### config.mk
export PLATFORM = sky130hd
export DESIGN_NAME = nlv_scan
export DESIGN_NICKNAME = d
export VERILOG_FILES = /design/src/sv/nlv_pkg.sv /design/src/sv/nlv_scan.sv
export SDC_FILE = /design/constraint.sdc
export NUM_CORES = 1
export LEC_CHECK = 0
export ABC_AREA = 1
export ABC_CLOCK_PERIOD_IN_PS = 1500
export BUFFER_PORTS_ARGS = -buffer_cell sky130_fd_sc_hd__clkbuf_2
export CAP_MARGIN = 10
export CORE_AREA = 3 3 40 42
export DETAILED_ROUTE_END_ITERATION = 7
export DIE_AREA = 0 0 43 45
export PLACE_DENSITY_LB_ADDON = 0.05
export SLEW_MARGIN = 20
export SYNTH_ARGS = -nofsm -noshare
export SYNTH_HDL_FRONTEND = slang
export SYNTH_SLANG_ARGS = --single-unit
### constraint.sdc
create_clock -name i_clk -period 1.5 [get_ports i_clk]
set_clock_uncertainty 0.1 [all_clocks]
set_input_delay 0.075 -clock i_clk [delete_from_list [all_inputs] [get_ports i_clk]]
set_output_delay 0.075 -clock i_clk [all_outputs]
set_load 0.02 [all_outputs]
### src/sv/nlv_pkg.sv
// ----------------------------------------------------------------------------
// nlv_pkg
// Shared types, phase and class codes and character constants for the
// number literal validator.
// ----------------------------------------------------------------------------
`default_nettype none

package nlv_pkg;

    typedef logic [7:0] t_code;
    typedef logic [1:0] t_phase;
    typedef logic [2:0] t_class;

    // scan phases
    localparam t_phase PH_LEAD  = 2'd0;
    localparam t_phase PH_BODY  = 2'd1;
    localparam t_phase PH_TRAIL = 2'd2;

    // class of the last non-space character
    localparam t_class CL_NONE  = 3'd0;
    localparam t_class CL_DIGIT = 3'd1;
    localparam t_class CL_EXP   = 3'd2;
    localparam t_class CL_POINT = 3'd3;
    localparam t_class CL_SIGN  = 3'd4;
    localparam t_class CL_MINUS = 3'd5;
    localparam t_class CL_OTHER = 3'd6;

    // character codes
    localparam t_code CH_SPACE = 8'h20;
    localparam t_code CH_EXP   = 8'h65;
    localparam t_code CH_POINT = 8'h2E;
    localparam t_code CH_PLUS  = 8'h2B;
    localparam t_code CH_MINUS = 8'h2D;
    localparam t_code CH_ZERO  = 8'h30;
    localparam t_code CH_NINE  = 8'h39;

    // one registered item handed to the scanner
    typedef struct packed {
        logic  en;
        t_code char_code;
        logic  is_last;
    } t_scan_in;

    // verdict from the scanner
    typedef struct packed {
        logic fire;
        logic is_valid;
    } t_scan_out;

endpackage

`default_nettype wire

### src/sv/nlv_scan.sv
// ----------------------------------------------------------------------------
// nlv_scan
// Scan state of the validator: applies one character per enabled cycle and
// gives the verdict on the last character, then returns to the start state.
// ----------------------------------------------------------------------------
`default_nettype none

module nlv_scan
    import nlv_pkg::*;
(
    input  wire logic      i_clk,
    input  wire logic      i_rst_n,
    input  wire t_scan_in  i_step,
    output t_scan_out      o_res
);

    t_phase r_phase, n_phase;
    t_class r_prev,  n_prev;
    logic   r_rej,   n_rej;
    logic   r_exp,   n_exp;
    logic   r_pnt,   n_pnt;

    // next state for one character
    always_comb begin
        logic first;
        logic digit;
        n_phase = r_phase;
        n_prev  = r_prev;
        n_rej   = r_rej;
        n_exp   = r_exp;
        n_pnt   = r_pnt;
        first   = (r_phase == PH_LEAD);
        digit   = (i_step.char_code >= CH_ZERO) && (i_step.char_code <= CH_NINE);

        if (i_step.char_code == CH_SPACE) begin
            if (r_phase != PH_LEAD) begin
                n_phase = PH_TRAIL;
            end
        end else begin
            // interior space
            if (r_phase == PH_TRAIL) begin
                n_rej = 1'b1;
            end
            // sign must be followed by digit or point
            if (r_prev == CL_SIGN && !digit && i_step.char_code != CH_POINT) begin
                n_rej = 1'b1;
            end
            priority if (digit) begin
                n_prev = CL_DIGIT;
            end else if (i_step.char_code == CH_EXP) begin
                if (r_exp || first || r_prev == CL_POINT) begin
                    n_rej = 1'b1;
                end
                n_exp  = 1'b1;
                n_prev = CL_EXP;
            end else if (i_step.char_code == CH_POINT) begin
                if (r_pnt || r_exp) begin
                    n_rej = 1'b1;
                end
                n_pnt  = 1'b1;
                n_prev = CL_POINT;
            end else if (i_step.char_code == CH_PLUS || i_step.char_code == CH_MINUS) begin
                priority if (first) begin
                    n_prev = CL_SIGN;
                end else if (i_step.char_code == CH_MINUS && r_prev == CL_EXP) begin
                    n_prev = CL_MINUS;
                end else begin
                    n_rej  = 1'b1;
                    n_prev = CL_OTHER;
                end
            end else begin
                n_rej  = 1'b1;
                n_prev = CL_OTHER;
            end
            n_phase = PH_BODY;
        end
    end

    // verdict on the last character
    assign o_res.fire     = i_step.en && i_step.is_last;
    assign o_res.is_valid = !n_rej && (n_phase != PH_LEAD)
                            && (n_prev != CL_POINT) && (n_prev != CL_SIGN);

    // state registers, cleared after each string
    always_ff @(posedge i_clk) begin
        if (!i_rst_n || o_res.fire) begin
            r_phase <= PH_LEAD;
            r_prev  <= CL_NONE;
            r_rej   <= 1'b0;
            r_exp   <= 1'b0;
            r_pnt   <= 1'b0;
        end else if (i_step.en) begin
            r_phase <= n_phase;
            r_prev  <= n_prev;
            r_rej   <= n_rej;
            r_exp   <= n_exp;
            r_pnt   <= n_pnt;
        end
    end

endmodule

`default_nettype wire

==> results.ini <==
[clock_network]
clk_latency_ns=0.26
cts_buffers=3
cts_sinks=8
cts_buffer_depth=2
clk_pin_slew_ns=0.05
h-tree-depth=1
cts_hold_buf=0
cts_tree=yes
cts-root-buf=clkbuf_4

[power]
power.leakage_nw=0.438
irDropWorstVdd_mv=0.346
p_per_area_nw_per_um2=613
power_mw=0.516

[critical_path]
end_kind=primary output
r2r-end=r_prev[0]
critPathBufInv=3
startpoint=r_prev[0]
r2r_slack_ns=0.12
reg2reg_from=r_prev[1]
path_depth=10
cp.arrival_ns=1.52
critPathLaunchType=register
crit_top_cell=nand2_1
critical_path_class=reg2out
critPathTopFamily=simple AND/OR/NAND/NOR gates
critical_path.slowest_cell=dfxtp_2
critPathCapture=o_res[0]
r2r_cells=10
slowest_delay_ns=0.33
cp.required_ns=1.32
path_cells=buf_4, nor3_1, nand3_1, nand3_1, inv_1, nand2_1, nand2_1, nand2_1, nor2_1, buf_4
crit_fanout=3

[synthesis]
yosys.area.top_type_share_pct=23.8
yosys.cell_count.top_type=nand2_1
yosysSeqAreaShare_pct=23.8
synth-seq-cells=8
yosys_warnings=0
ys_async_sr_fraction_pct=0
synth-edff-count=0
syn-cell-area_um2=673
netlist.top_cell.by_area=dfxtp_1
yosys-top-cells-count=nand2_1 (29), inv_1 (27), nor2_1 (22), nand3_1 (12), a21oi_1 (11)
synthCells=127
ys_top_cells_by_area=dfxtp_1 (24%), nand2_1 (16%), inv_1 (15%)
avgSynthCellArea_um2=5.30
synth_cell_type_count=15
synthesis.nets=139
synth_ff_type=dfxtp_1

[timing]
setup_ws_ns=-0.192
drv_slew=0
clock.fmax_mhz=591
max_slew.worst_pin.slew_ns=0.241
slew_headroom_pct=83.9
tns_ns=-0.192
grt_setup_unrepaired=true
setup_viol=1
finalHoldViolCount=0
min_period_ns=1.69
post-route-period-util_pct=113

[route]
routedWlPerCell_um=10.7
num_vias=816
drt_iter0_markers=25
wl_um=1740
drt-pass1-iter-count=4
viasPerCell=5.01
drc=0
antenna_left=0

[place]
place.port_buffers=13
dpl.cell_count=155
hpwl_um=1290
place_congestion=0.941

[floorplanning]
start_util_pct=52.4
die_h_um=45
ios=14
rows=13
core-area_um2=1280
die_w_um=43
dieArea_um2=1940

[finish]
final.fill_count=124
nNetsFinal=162
drive_above_1_share_pct=24.3
fin_cells=163
n_antenna_cell=0
syn_to_final_growth_pct=25.1
fin_util_pct=65.5

[grt]
grt_start_max_net_pins=9
grt_overflow=0
grt_pass1_vias=676
grt_pass1_wl_um=2740
grt_use_total_pct=18.8
antenna_found_initial=0

[min_path]
whs_path_depth=2
hp-class=in2reg

[outcome]
violations=negative setup slack
status=complete, but fails checks

[job]
drv_cap=0

-- where the power goes --
part           leakage (nW)  internal (mW)  total, mW  switching, mW
Sequential           0.0669          0.222      0.231        0.00831
Combinational         0.357         0.0447      0.118         0.0735
Clock                0.0138         0.0917      0.167         0.0756
-- through the flow --
step	hold slack [ns]	area [µm²]	setup WS [ns]
finish	0.00878	842	-0.192
global route	0.0362	842	-0.341
CTS	0.0139	803	-0.181
detailed placement	0.287	757	0.0367
global placement	0.279	757	0.0215
floorplan	0.0685	673	0.121
-- worst min-delay path by stage --
stage	start	endpoint
2_1_floorplan	i_step[9]	r_prev[0]
6_report	i_step[9]	r_prev[0]
3_3_place_gp	i_step[9]	r_rej
4_1_cts	i_step[9]	r_rej
5_1_grt	i_step[9]	r_prev[0]
3_5_place_dp	i_step[9]	r_rej
-- cell families (layout without fill, tap and decap cells) --
group           after synthesis  count (layout)  synth area share, %
compound gates               18              18                 13.8
buf+inv                      28              49                 15.6
flops                         8               8                 23.8
simple gates                 73              73                 46.8
-- cells in the final DEF (no fill, tap or decap) --
cell / instances
nor2_1: 20
dfxtp_2: 2
nand2_1: 27
nor3_1: 3
dfxtp_4: 1
a211oi_1: 1
o21ai_0: 5
o21ai_1: 1
nand3_1: 12
or2_0: 1
nand2_2: 4
inv_1: 25
dfxtp_1: 5
a21oi_2: 1
a21oi_1: 10
buf_4: 6
clkbuf_4: 3
nor2_2: 3
inv_4: 1
nor2_4: 1
nand4_1: 2
clkbuf_2: 12
inv_2: 2
-- layer usage --
layer	track usage, %	vias up	routed length [µm]	share of wire, %
met5	0	-	0	0
met4	10.2	0	38	2.2
met3	4.78	7	96	5.5
met2	29.9	26	835	48
met1	23.4	343	767	44
li1	-	440	-	-
-- sequential cells by signal, indices dropped and copies added (netlist names) --
signal   count
r_phase      2
r_prev       3
r_exp        1
r_rej        1
r_pnt        1
-- timing repair --
action	4_1_cts	5_1_grt
cloned	0	0
hold endpoints to repair	0	0
setup buffers	2	3
resized for setup	7	8
pin swaps	2	6
setup endpoints to repair	1	1
-- worst reg2reg max path, stage by stage (launching register included) --
cell and delay, ns:
dfxtp_4 0.37, inv_4 0.04, nor2_2 0.07, nand2_1 0.06, nor2_1 0.09, nand3_1 0.07
nand4_1 0.10, inv_1 0.06, buf_4 0.12, buf_4 0.12, a21oi_2 0.10
-- final cells by class --
cell class,instances,area (µm²),area share [%]
Clock buffer,3,22.5,2.67
Sequential cell,8,166,19.8
Multi-Input combinational cell,91,422,50.1
Tap cell,15,18.8,2.23
Timing Repair Buffer,18,105,12.5
Inverter,28,108,12.8
Note: power is estimated with default switching activity, not from simulation.
